==> config.mk <==
export PLATFORM = sky130hd
export DESIGN_NAME = enhanced_clock_page_replacer
export DESIGN_NICKNAME = d
export VERILOG_FILES = /design/src/ecpr_pkg.sv /design/src/ecpr_cell.sv /design/src/enhanced_clock_page_replacer.sv
export SDC_FILE = /design/constraint.sdc
export NUM_CORES = 1
export LEC_CHECK = 0
export ABC_CLOCK_PERIOD_IN_PS = 3800
export BUFFER_PORTS_ARGS = -buffer_cell sky130_fd_sc_hd__buf_2
export CAP_MARGIN = 25
export CORE_UTILIZATION = 55
export CTS_CLUSTER_DIAMETER = 60
export DETAILED_ROUTE_END_ITERATION = 12
export PLACE_DENSITY = 0.7
export SLEW_MARGIN = 30
export SYNTH_ARGS = -nofsm -noshare
export SYNTH_HDL_FRONTEND = slang
export SYNTH_SLANG_ARGS = --single-unit
export TNS_END_PERCENT = 50
==> constraint.sdc <==
create_clock -name clk_i -period 3.8 [get_ports clk_i]
set_clock_uncertainty 0.05 [all_clocks]
set_input_delay 0.57 -clock clk_i [delete_from_list [all_inputs] [get_ports clk_i]]
set_output_delay 0.57 -clock clk_i [all_outputs]
set_load 0.02 [all_outputs]
==> src/ecpr_pkg.sv <==
package ecpr_pkg;

  localparam int unsigned FRAMES    = 8;
  localparam int unsigned PAGE_BITS = 8;
  localparam int unsigned OCC_W     = $clog2(FRAMES + 1);
  localparam int unsigned CFG_W     = 4;
  localparam int unsigned FAULT_W   = 16;

  localparam logic [CFG_W-1:0]   CFG_RESET = CFG_W'(8);
  localparam logic [FAULT_W-1:0] FAULT_MAX = '1;

  // Stream widths, rounded up to whole bytes.
  localparam int unsigned IN_W     = ((PAGE_BITS + 7) / 8) * 8;
  localparam int unsigned OUT_BITS = 3 + PAGE_BITS + FAULT_W;
  localparam int unsigned OUT_W    = ((OUT_BITS + 7) / 8) * 8;

  // Bit positions of the result fields in the output tdata.
  localparam int unsigned HIT_BIT    = 0;
  localparam int unsigned EV_BIT     = 1;
  localparam int unsigned EVPAGE_LSB = 2;
  localparam int unsigned DIRTY_BIT  = EVPAGE_LSB + PAGE_BITS;
  localparam int unsigned FAULT_LSB  = DIRTY_BIT + 1;

  typedef logic [PAGE_BITS-1:0] page_t;

  typedef enum logic [1:0] {
    OP_IDLE,
    OP_HIT,
    OP_APPEND,
    OP_EVICT
  } op_e;

  typedef enum logic {
    ST_IDLE,
    ST_BUSY
  } state_e;

  // Broadcast from the controller to every cell.
  typedef struct packed {
    op_e   op;
    page_t page;
    logic  wr;
    logic  target;
    logic  any1;
  } ctrl_t;

  // Travels from the front of the list toward the back.
  typedef struct packed {
    logic  valid;
    logic  hit;
    logic  f1;
    logic  f2;
    page_t ev_page;
    logic  ev_dirty;
  } scan_t;

  // What a cell shows to the cell in front of it; registers only.
  typedef struct packed {
    logic  valid;
    page_t page;
    logic  refb;
    logic  mod;
  } nb_t;

endpackage

==> src/ecpr_cell.sv <==
module ecpr_cell (
  input  logic           clk_i,
  input  logic           rst_ni,
  input  ecpr_pkg::ctrl_t ctrl_i,
  input  ecpr_pkg::scan_t scan_i,
  input  ecpr_pkg::nb_t   next_i,
  output ecpr_pkg::scan_t scan_o,
  output ecpr_pkg::nb_t   nb_o
);
  import ecpr_pkg::*;

  logic  valid_q, valid_d;
  logic  refb_q, refb_d;
  logic  mod_q, mod_d;
  page_t page_q, page_d;

  logic match, hit_here, c1, c2, victim, shift, last, first_free;
  logic ref_clr, next_ref_clr;

  always_comb begin
    match    = valid_q && (page_q == ctrl_i.page);
    hit_here = match && !scan_i.hit;
    // c1: candidate in the first pass, c2: candidate once all reference bits are clear.
    c1       = valid_q && !refb_q && (mod_q == ctrl_i.target);
    c2       = valid_q && (mod_q == ctrl_i.target);

    scan_o.valid = valid_q;
    scan_o.hit   = scan_i.hit | match;
    scan_o.f1    = scan_i.f1 | c1;
    scan_o.f2    = scan_i.f2 | c2;

    victim = ctrl_i.any1 ? (c1 && !scan_i.f1) : (c2 && !scan_i.f2);
    shift  = ctrl_i.any1 ? scan_o.f1 : scan_o.f2;

    scan_o.ev_page  = scan_i.ev_page | (victim ? page_q : '0);
    scan_o.ev_dirty = scan_i.ev_dirty | (victim && mod_q);

    // Frames passed by the scan lose their reference bit; frames behind a
    // first-pass victim keep theirs.
    ref_clr      = ctrl_i.any1 && scan_i.f1 && refb_q;
    next_ref_clr = ctrl_i.any1 && scan_o.f1 && next_i.refb;

    last       = valid_q && !next_i.valid;
    first_free = !valid_q && scan_i.valid;

    nb_o.valid = valid_q;
    nb_o.page  = page_q;
    nb_o.refb  = refb_q;
    nb_o.mod   = mod_q;

    valid_d = valid_q;
    refb_d  = refb_q;
    mod_d   = mod_q;
    page_d  = page_q;

    unique case (ctrl_i.op)
      OP_HIT: begin
        if (hit_here) begin
          refb_d = 1'b1;
          mod_d  = mod_q | ctrl_i.wr;
        end
      end
      OP_APPEND: begin
        if (first_free) begin
          valid_d = 1'b1;
          page_d  = ctrl_i.page;
          refb_d  = 1'b1;
          mod_d   = ctrl_i.wr;
        end
      end
      OP_EVICT: begin
        if (last) begin
          page_d = ctrl_i.page;
          refb_d = 1'b1;
          mod_d  = ctrl_i.wr;
        end else if (shift) begin
          page_d = next_i.page;
          refb_d = next_ref_clr;
          mod_d  = next_i.mod;
        end else begin
          refb_d = ref_clr;
        end
      end
      OP_IDLE: begin
      end
      default: begin
      end
    endcase
  end

  always_ff @(posedge clk_i or negedge rst_ni) begin
    if (!rst_ni) begin
      valid_q <= 1'b0;
      refb_q  <= 1'b0;
      mod_q   <= 1'b0;
    end else begin
      valid_q <= valid_d;
      refb_q  <= refb_d;
      mod_q   <= mod_d;
    end
  end

  always_ff @(posedge clk_i) begin
    page_q <= page_d;
  end

endmodule

==> src/enhanced_clock_page_replacer.sv <==
// Enhanced second-chance page replacer. Each input beat is one page reference (page number in
// tdata, write flag in tuser) and yields one result beat. For a reference the beat is first
// registered, then the row of frame cells compares, picks a victim over both scan passes,
// shifts and appends together. A stalled output holds back the next reference until the held
// result is taken; one reference can wait in the input register meanwhile. Frames come out of
// reset empty with no clearing pass. frames_in_use may only be written while no reference is
// in flight; 0 acts as 1 and values above the frame count act as the frame count.
module enhanced_clock_page_replacer (
  input  logic                        clk_i,
  input  logic                        rst_ni,
  input  logic                        cfg_we_i,
  input  logic [ecpr_pkg::CFG_W-1:0]  cfg_wdata_i,   // frames_in_use
  input  logic                        s_axis_tvalid,
  output logic                        s_axis_tready,
  input  logic [ecpr_pkg::IN_W-1:0]   s_axis_tdata,  // page
  input  logic                        s_axis_tuser,  // write
  output logic                        m_axis_tvalid,
  input  logic                        m_axis_tready,
  // hit, evicted, evicted_page, evicted_dirty, fault_count, zero fill
  output logic [ecpr_pkg::OUT_W-1:0]  m_axis_tdata
);
  import ecpr_pkg::*;

  localparam int unsigned CMP_W = (OCC_W > CFG_W) ? OCC_W : CFG_W;

  state_e state_q, state_d;
  page_t  page_q;
  logic   wr_q;
  logic [OCC_W-1:0]   occ_q, occ_d;
  logic [FAULT_W-1:0] faults_q, faults_d;
  logic [CFG_W-1:0]   cfg_q;
  logic               out_valid_q, out_valid_d;
  logic [OUT_W-1:0]   out_data_q, out_data_d;

  logic [CMP_W-1:0] cfg_ext, cap, occ_ext;
  logic             exec, hit, need_evict, target;
  ctrl_t            ctrl;
  scan_t            scan [FRAMES+1];
  nb_t              nb   [FRAMES];
  nb_t              nb_empty;

  assign scan[0]  = '{valid: 1'b1, hit: 1'b0, f1: 1'b0, f2: 1'b0,
                      ev_page: '0, ev_dirty: 1'b0};
  assign nb_empty = '{valid: 1'b0, page: '0, refb: 1'b0, mod: 1'b0};

  for (genvar i = 0; i < FRAMES; i++) begin : g_cell
    ecpr_cell u_cell (
      .clk_i  (clk_i),
      .rst_ni (rst_ni),
      .ctrl_i (ctrl),
      .scan_i (scan[i]),
      .next_i ((i == FRAMES - 1) ? nb_empty : nb[(i + 1) % FRAMES]),
      .scan_o (scan[i+1]),
      .nb_o   (nb[i])
    );
  end

  always_comb begin
    target = 1'b1;
    for (int i = 0; i < FRAMES; i++) begin
      target = target & (nb[i].mod | ~nb[i].valid);
    end
  end

  always_comb begin
    cfg_ext = CMP_W'(cfg_q);
    occ_ext = CMP_W'(occ_q);
    if (cfg_ext == '0) begin
      cap = CMP_W'(1);
    end else if (cfg_ext > CMP_W'(FRAMES)) begin
      cap = CMP_W'(FRAMES);
    end else begin
      cap = cfg_ext;
    end
    need_evict = (occ_ext >= cap);
    hit        = scan[FRAMES].hit;
    exec       = (state_q == ST_BUSY) && (!out_valid_q || m_axis_tready);

    ctrl.page   = page_q;
    ctrl.wr     = wr_q;
    ctrl.target = target;
    ctrl.any1   = scan[FRAMES].f1;
    priority if (!exec) begin
      ctrl.op = OP_IDLE;
    end else if (hit) begin
      ctrl.op = OP_HIT;
    end else if (need_evict) begin
      ctrl.op = OP_EVICT;
    end else begin
      ctrl.op = OP_APPEND;
    end

    occ_d    = occ_q;
    faults_d = faults_q;
    if (ctrl.op == OP_APPEND) begin
      occ_d = occ_q + OCC_W'(1);
    end
    if (exec && !hit && (faults_q != FAULT_MAX)) begin
      faults_d = faults_q + FAULT_W'(1);
    end

    out_data_d = OUT_W'({faults_d,
                         (ctrl.op == OP_EVICT) && scan[FRAMES].ev_dirty,
                         (ctrl.op == OP_EVICT) ? scan[FRAMES].ev_page : page_t'(0),
                         ctrl.op == OP_EVICT,
                         hit});
  end

  always_comb begin
    state_d     = state_q;
    out_valid_d = out_valid_q;
    unique case (state_q)
      ST_IDLE: begin
        if (s_axis_tvalid) begin
          state_d = ST_BUSY;
        end
      end
      ST_BUSY: begin
        if (exec) begin
          state_d = ST_IDLE;
        end
      end
      default: state_d = ST_IDLE;
    endcase
    if (exec) begin
      out_valid_d = 1'b1;
    end else if (m_axis_tready) begin
      out_valid_d = 1'b0;
    end
  end

  always_ff @(posedge clk_i or negedge rst_ni) begin
    if (!rst_ni) begin
      state_q     <= ST_IDLE;
      occ_q       <= '0;
      faults_q    <= '0;
      cfg_q       <= CFG_RESET;
      out_valid_q <= 1'b0;
    end else begin
      state_q     <= state_d;
      occ_q       <= occ_d;
      faults_q    <= faults_d;
      out_valid_q <= out_valid_d;
      if (cfg_we_i) begin
        cfg_q <= cfg_wdata_i;
      end
    end
  end

  always_ff @(posedge clk_i) begin
    if (s_axis_tvalid && s_axis_tready) begin
      page_q <= s_axis_tdata[PAGE_BITS-1:0];
      wr_q   <= s_axis_tuser;
    end
    if (exec) begin
      out_data_q <= out_data_d;
    end
  end

  assign s_axis_tready = (state_q == ST_IDLE);
  assign m_axis_tvalid = out_valid_q;
  assign m_axis_tdata  = out_data_q;

endmodule

After elaboration in Yosys (flattened, before gate mapping)
Cells that the tools add are included.
{"block": "totals", "reg_bits": 150, "input_bits": 18, "out_inout_bits": 34, "word_cells": 463}
{"block": "classes", "add_sub_neg": 2, "order_cmp": 2, "eq_ne": 44, "muxes": 146, "bitwise_logic": 67, "reduce_logical": 161}
{"cell": "$mux W8", "count": 32}
{"cell": "$pmux W8 S2", "count": 8}
{"cell": "$logic_and A1 B1 Y1", "count": 87}
{"cell": "$mux W1", "count": 84}
{"cell": "$eq A8 B8 Y1", "count": 8}
{"cell": "$or A8 B8 Y8", "count": 7}
{"cell": "$pmux W1 S3", "count": 16}
{"cell": "$reduce_and A3 Y1", "count": 16}
{"cell": "$or A1 B1 Y1", "count": 44}
{"cell": "$logic_not A1 Y1", "count": 38}
{"cell": "$reduce_and A4 Y1", "count": 8}
{"cell": "$ne A2 B1 Y1 const B", "count": 15}
{"cell": "$ne A3 B1 Y1 const B", "count": 8}
{"cell": "$add A16 B1 Y16 const B", "count": 1}
{"cell": "$mux W16", "count": 1}
{"cell": "$ne A16 B16 Y1 const B", "count": 1}
{"cell": "$reduce_and A2 Y1", "count": 7}
{"cell": "$not A1 Y1", "count": 9}
{"cell": "$eq A1 B1 Y1", "count": 8}
{"cell": "$mux W4", "count": 2}
{"cell": "$and A1 B1 Y1", "count": 7}
{"cell": "$add A4 B1 Y4 const B", "count": 1}
{"cell": "$eq A2 B2 Y1 const B", "count": 2}
{"cell": "$ge A4 B4 Y1", "count": 1}
{"cell": "9 further kinds", "count": 11}

Longest topological paths before layout
{"block": "depth", "word_depth": 28, "mapped_depth": 13, "ltp_nobuf": 12}

Modules after synthesis
From an unflattened synthesis, not the netlist that was laid out.
{"block": "unflattened", "cells_unflattened": 764, "hier_area_um2": 8650.8}
{"module": "ecpr_cell", "instances": 8, "cells_per_inst": 72, "area_per_inst_um2": 764.5, "seq_area_each_um2": 315.3}
{"module": "enhanced_clock_page_replacer", "instances": 1, "cells_per_inst": 188, "area_per_inst_um2": 2534.9, "seq_area_each_um2": 1732.9}

Least setup slack after synthesis
No wires, ideal clock.
{"block": "synth_timing", "path_type": "input -> register", "from": "input m_axis_tready", "to": "register g_cell[0].u_cell.page_q[0], enable pin", "setup_time_ps": 389, "arrival_ps": 3179, "required_ps": 3361, "slack_ps": 182, "path_stages": 6, "n_path_buf": 2, "path_cell_list": "nand2b_1 and2_1 clkbuf_1 nand4_2 buf_2 a211oi_1"}
{"block": "synth_via", "elab_chain_cells": 6, "elab_cells_between_ends": 9, "cone_classes": "4 x eq/ne; 1 x mux; 4 x reduce/logical"}
{"item": "start, declared", "line": "enhanced_clock_page_replacer.sv:18", "source": "input logic m_axis_tready,"}
{"item": "$logic_or A1 B1 Y1 *", "line": "enhanced_clock_page_replacer.sv:77", "source": "exec = (state_q == ST_BUSY) && (!out_valid_q || m_axis_tready);"}
{"item": "$logic_and A1 B1 Y1 *", "line": "enhanced_clock_page_replacer.sv:77"}
{"item": "net exec", "line": "enhanced_clock_page_replacer.sv:36", "source": "logic exec, hit, need_evict, target;"}
{"item": "$mux W2 *", "line": "enhanced_clock_page_replacer.sv:83", "source": "priority if (!exec) begin"}
{"item": "$eq A2 B2 Y1", "line": "ecpr_cell.sv:56", "source": "unique case (ctrl_i.op)"}
{"item": "$ne A3 B1 Y1 (no source line), or another cell as far along"}
{"item": "$reduce_and A3 Y1 (no source line) *"}
{"item": "end signal, assigned", "line": "ecpr_cell.sv:104", "source": "page_q <= page_d;"}
{"item": "end, declared", "line": "ecpr_cell.sv:15", "source": "page_t page_q, page_d;"}
Mark *: on every way through the listed nets, which the timed path passes. The rest lies on a longest branch.
A chain may end at the register's enable or synchronous reset.

Worst setup path in the final report
{"block": "layout_timing", "from": "register g_cell[1].u_cell.valid_q", "to": "register out_data_q[8], in the netlist m_axis_tdata[8], data pin"}
{"block": "layout_via", "elab_chain_cells": 27, "elab_cells_between_ends": 109, "cone_classes": "9 x eq/ne; 18 x mux; 36 x bitwise; 46 x reduce/logical"}
{"item": "start, declared", "line": "ecpr_cell.sv:12", "source": "logic valid_q, valid_d;"}
{"item": "start signal, assigned", "line": "ecpr_cell.sv:97", "source": "valid_q <= valid_d;"}
{"item": "$not A1 Y1", "line": "enhanced_clock_page_replacer.sv:61", "source": "target = target & (nb[i].mod | ~nb[i].valid);"}
{"item": "$or A1 B1 Y1", "line": "enhanced_clock_page_replacer.sv:61"}
{"item": "$and A1 B1 Y1 (7 in series)", "line": "enhanced_clock_page_replacer.sv:61"}
{"item": "$eq A1 B1 Y1", "line": "ecpr_cell.sv:24, ecpr_cell.sv:25"}
{"item": "$logic_and A1 B1 Y1", "line": "ecpr_cell.sv:24", "source": "c1 = valid_q && !refb_q && (mod_q == ctrl_i.target);"}
{"item": "$or A1 B1 Y1 (7 in series)", "line": "ecpr_cell.sv:29", "source": "scan_o.f1 = scan_i.f1 | c1;"}
{"item": "$mux W1", "line": "ecpr_cell.sv:32", "source": "victim = ctrl_i.any1 ? (c1 && !scan_i.f1) : (c2 && !scan_i.f2);"}
{"item": "$mux W8", "line": "ecpr_cell.sv:35", "source": "scan_o.ev_page = scan_i.ev_page | (victim ? page_q : '0);"}
{"item": "$or A8 B8 Y8 (7 in series)", "line": "ecpr_cell.sv:35"}
{"item": "end signal, assigned", "line": "enhanced_clock_page_replacer.sv:156", "source": "out_data_q <= out_data_d;"}
{"item": "end, declared", "line": "enhanced_clock_page_replacer.sv:33", "source": "logic [OUT_W-1:0] out_data_q, out_data_d;"}
Several ways; a longest one is shown, not always the timed one.

==> impl_metrics.prom <==
# TYPE chip_impl_metric gauge
chip_impl_metric{name="post_cts_resize_count",unit=""} 0
chip_impl_info{name="critPathCaptureType",value="flop"} 1
chip_impl_metric{name="io-pin-count",unit=""} 52
chip_impl_metric{name="areaGrowthSynthToFinish",unit="%"} 11.7
chip_impl_metric{name="die_w",unit="um"} 129
chip_impl_info{name="worst_hold_path_type",value="in2async"} 1
chip_impl_metric{name="clk_latency",unit="ns"} 0.42
chip_impl_info{name="root_buffer",value="clkbuf_16"} 1
chip_impl_metric{name="final_net_count",unit=""} 855
chip_impl_metric{name="worst_r2r_path_depth",unit=""} 9
chip_impl_metric{name="cp.required",unit="ns"} 3.90
chip_impl_metric{name="antenna_found_initial",unit=""} 0
chip_impl_metric{name="r2r_slack",unit="ns"} 0.33
chip_impl_metric{name="total_power",unit="W"} 0.00849
chip_impl_metric{name="max_freq",unit="MHz"} 288
chip_impl_metric{name="hold_buffers",unit=""} 0
chip_impl_info{name="timing.rr.end",value="m_axis_tdata[8]"} 1
chip_impl_metric{name="placeableCoreArea",unit="sq mm"} 0.0154
chip_impl_metric{name="grt_pass1_wl",unit="um"} 37000
chip_impl_metric{name="total_leakage_power",unit="nW"} 3.53
chip_impl_info{name="worst_r2r_startpoint",value="g_cell[1].u_cell.valid_q"} 1
chip_impl_metric{name="critPathArrivalTime",unit="ns"} 3.57
chip_impl_metric{name="via_total_after_detailed_routing",unit=""} 6717
chip_impl_metric{name="detail_route.iter0.violations",unit=""} 733
chip_impl_info{name="run_status",value="finished clean"} 1
chip_impl_info{name="tritoncts",value="built"} 1
chip_impl_metric{name="die_area",unit="sq mm"} 0.0166
chip_impl_metric{name="worstMarginPinSlew",unit="ns"} 0.896
chip_impl_metric{name="final_hold_viol_count",unit=""} 0
chip_impl_metric{name="final-max-slew-violation-count",unit=""} 0
chip_impl_metric{name="synth_seq_cells",unit=""} 150
chip_impl_metric{name="timing.slew.headroom",unit="%"} 40.2
chip_impl_metric{name="clk_path_buf_depth",unit=""} 2
chip_impl_info{name="ys_dominant_reg_cell",value="edfxtp_1"} 1
chip_impl_metric{name="pwr_density_cell",unit="mW/mm^2"} 861
chip_impl_metric{name="die_h",unit="um"} 129
chip_impl_metric{name="critical_path_peak_fanout",unit=""} 12
chip_impl_metric{name="cts.reportedPaths.clkPinSlew",unit="ns"} 0.07
chip_impl_metric{name="cts.repair_timing.setup_buffer_count",unit=""} 0
chip_impl_metric{name="drtAntennaViolNets",unit=""} 0
chip_impl_metric{name="period_share",unit="%"} 91.3
chip_impl_metric{name="yosysWarnings",unit=""} 0
chip_impl_metric{name="post_synth_edffs",unit=""} 100
chip_impl_metric{name="grt_start_max_net_pins",unit=""} 30
chip_impl_info{name="most_common_cell_after_layout_fill_and_taps_aside",value="edfxtp_1"} 1
chip_impl_metric{name="post_synth_instance_area",unit="sq mm"} 0.00883
chip_impl_metric{name="cts_buffers",unit=""} 17
chip_impl_metric{name="multi_input_comb_area",unit="sq mm"} 0.00422
chip_impl_metric{name="fin_crit",unit="ns"} 3.47
chip_impl_metric{name="syn-instance-count",unit=""} 777
chip_impl_metric{name="clock_tree.htree_level_count",unit=""} 4
chip_impl_metric{name="finalSetupTns",unit="ns"} 0
chip_impl_metric{name="grtUsageTotal",unit="%"} 29.8
chip_impl_info{name="rsz0062_at_grt",value="false"} 1
chip_impl_metric{name="wirelength",unit="um"} 23400
chip_impl_metric{name="num_antenna_cells",unit=""} 0
chip_impl_metric{name="grt-ovfl-total",unit=""} 0
chip_impl_metric{name="vias_in_the_first_global_route",unit=""} 6677
chip_impl_info{name="setup.worst_path.class",value="reg2reg"} 1
chip_impl_metric{name="firstDrtPassIters",unit=""} 6
chip_impl_metric{name="initial_core_util",unit="%"} 57.2
chip_impl_metric{name="dp_hpwl",unit="um"} 17400
chip_impl_metric{name="placement.io_buffers",unit=""} 46
chip_impl_metric{name="route.detailed.vias_per_inst",unit=""} 6.37
chip_impl_metric{name="synth.lib_cells_used.distinct",unit=""} 80
chip_impl_metric{name="sequential_cell_area",unit="sq mm"} 0.00426
chip_impl_metric{name="syn_area_per_cell",unit="sq um"} 11.4
chip_impl_metric{name="report.final.setup_viol",unit=""} 0
chip_impl_metric{name="max_cap_viol_count",unit=""} 0
chip_impl_metric{name="cts_sinks",unit=""} 150
chip_impl_metric{name="final_gp_congestion",unit=""} 0.927
chip_impl_metric{name="routedWlPerCell",unit="um"} 22.2
chip_impl_metric{name="layout-drive-gt1-share",unit="%"} 26.7
chip_impl_metric{name="async_set_or_reset_flop_fraction_in_the_synthesized_netlist",unit="%"} 33.3
chip_impl_metric{name="floorplan.rows",unit=""} 45
chip_impl_metric{name="synth_sequential_area_ratio",unit="%"} 48.2
chip_impl_info{name="timing.critical_path.from_type",value="flop"} 1
chip_impl_metric{name="post-route-drc-count",unit=""} 0
chip_impl_metric{name="num-fill-cells",unit=""} 1206
chip_impl_metric{name="ir_drop",unit="mV"} 0.569
chip_impl_info{name="mostFrequentLayoutCells",value="edfxtp_1, nand2_1, xnor2_1"} 1
==> per-stage QoR <==
step	instances	worst slack (ns)	hold slack (ns)	cell area [sq um]	utilization (%)
2_1_floorplan	781	0.182	0.224	8840	-
3_5_place_dp	1023	0.437	0.426	9310	60.4
3_3_place_gp	1023	0.418	0.417	9310	60.4
6_report	1055	0.330	0.144	9860	63.9
5_1_grt	1055	0.179	0.190	9860	63.9
4_1_cts	1055	0.415	0.156	9860	63.9
==> worst max-delay path by stage <==
stage                        startpoint                          to  slack (ns)  cells past startpoint
2_1_floorplan             m_axis_tready  g_cell[0].u_cell.page_q[0]        0.18                      6
3_3_place_gp   g_cell[1].u_cell.valid_q             m_axis_tdata[8]        0.42                      9
3_5_place_dp   g_cell[1].u_cell.valid_q             m_axis_tdata[8]        0.44                      9
4_1_cts        g_cell[1].u_cell.valid_q             m_axis_tdata[8]        0.42                      9
5_1_grt                       page_q[1]  g_cell[6].u_cell.page_q[5]        0.18                     11
6_report       g_cell[1].u_cell.valid_q             m_axis_tdata[8]        0.33                      9
==> cell usage after synthesis, drive strengths merged, types with 18 or more instances <==
library cell,n,area [sq um]
mux2,65,732
nor3,24,179
inv,18,67.6
buf,38,250
a21oi,23,119
nor2,31,119
nand3,31,155
dfrtp,49,1230
nand4,18,134
edfxtp,100,3000
a211oi,18,145
nand2,73,277
xnor2,71,622
==> layout make-up <==
class | count | area share, %
clock buffer | 17 | 4.31
clock inverter | 15 | 1.26
inverter | 18 | 0.685
multi-input combinational | 561 | 42.8
sequential | 150 | 43.2
tap | 211 | 2.68
timing repair buffer | 83 | 5.15
==> flip-flops by register name (all words and copies together), names as in the netlist <==
register	count
occ_ext	4
cfg_ext	4
g_cell.u_cell.page_q	64
m_axis_tdata	27
faults_q	16
wr_q	1
page_q	8
m_axis_tvalid	1
g_cell.u_cell.mod_q	8
g_cell.u_cell.refb_q	8
state_q	1
g_cell.u_cell.valid_q	8
==> power breakdown <==
| group | switching (W) | leakage, nW | total [W] | internal, W |
|---|---|---|---|---|
| clock | 0.000728 | 0.265 | 0.00158 | 0.000851 |
| combinational | 0.00235 | 1.74 | 0.00391 | 0.00155 |
| sequential | 0.000547 | 1.52 | 0.00301 | 0.00246 |
==> kinds of logic (layout without fill, tap and decap cells) <==
family                   count (synthesis)  after routing  synth area share (%)
XOR/XNOR                                81             81                  8.04
AND/OR/NAND/NOR                        248            248                  15.5
adder cells (fa/ha/maj)                  6              6                 0.850
AO/OA/AOI/OAI                          152            152                  14.4
multiplexers                            69             69                  8.75
other                                    1              5                0.0425
buffers and inverters                   70            133                  4.20
flip-flops                             150            150                  48.2
==> critical path: stages (launching register included) <==
cell,delay [ns]
dfrtp_1,0.58
nand2_1,0.26
o221ai_1,0.32
a31o_2,0.30
a21oi_2,0.07
buf_4,0.21
a31oi_1,0.64
a211oi_1,0.22
a2111oi_2,0.39
a41oi_1,0.16
==> layer usage <==
layer / track usage (%) / vias up / share of wire, %
met3: 6.49 / 55 / 6.5
met4: 11.1 / 0 / 2.4
met5: 0 / - / 0
li1: - / 3030 / -
met1: 38.8 / 3330 / 42
met2: 49.1 / 302 / 49
Power figures use the tool's default switching activity.
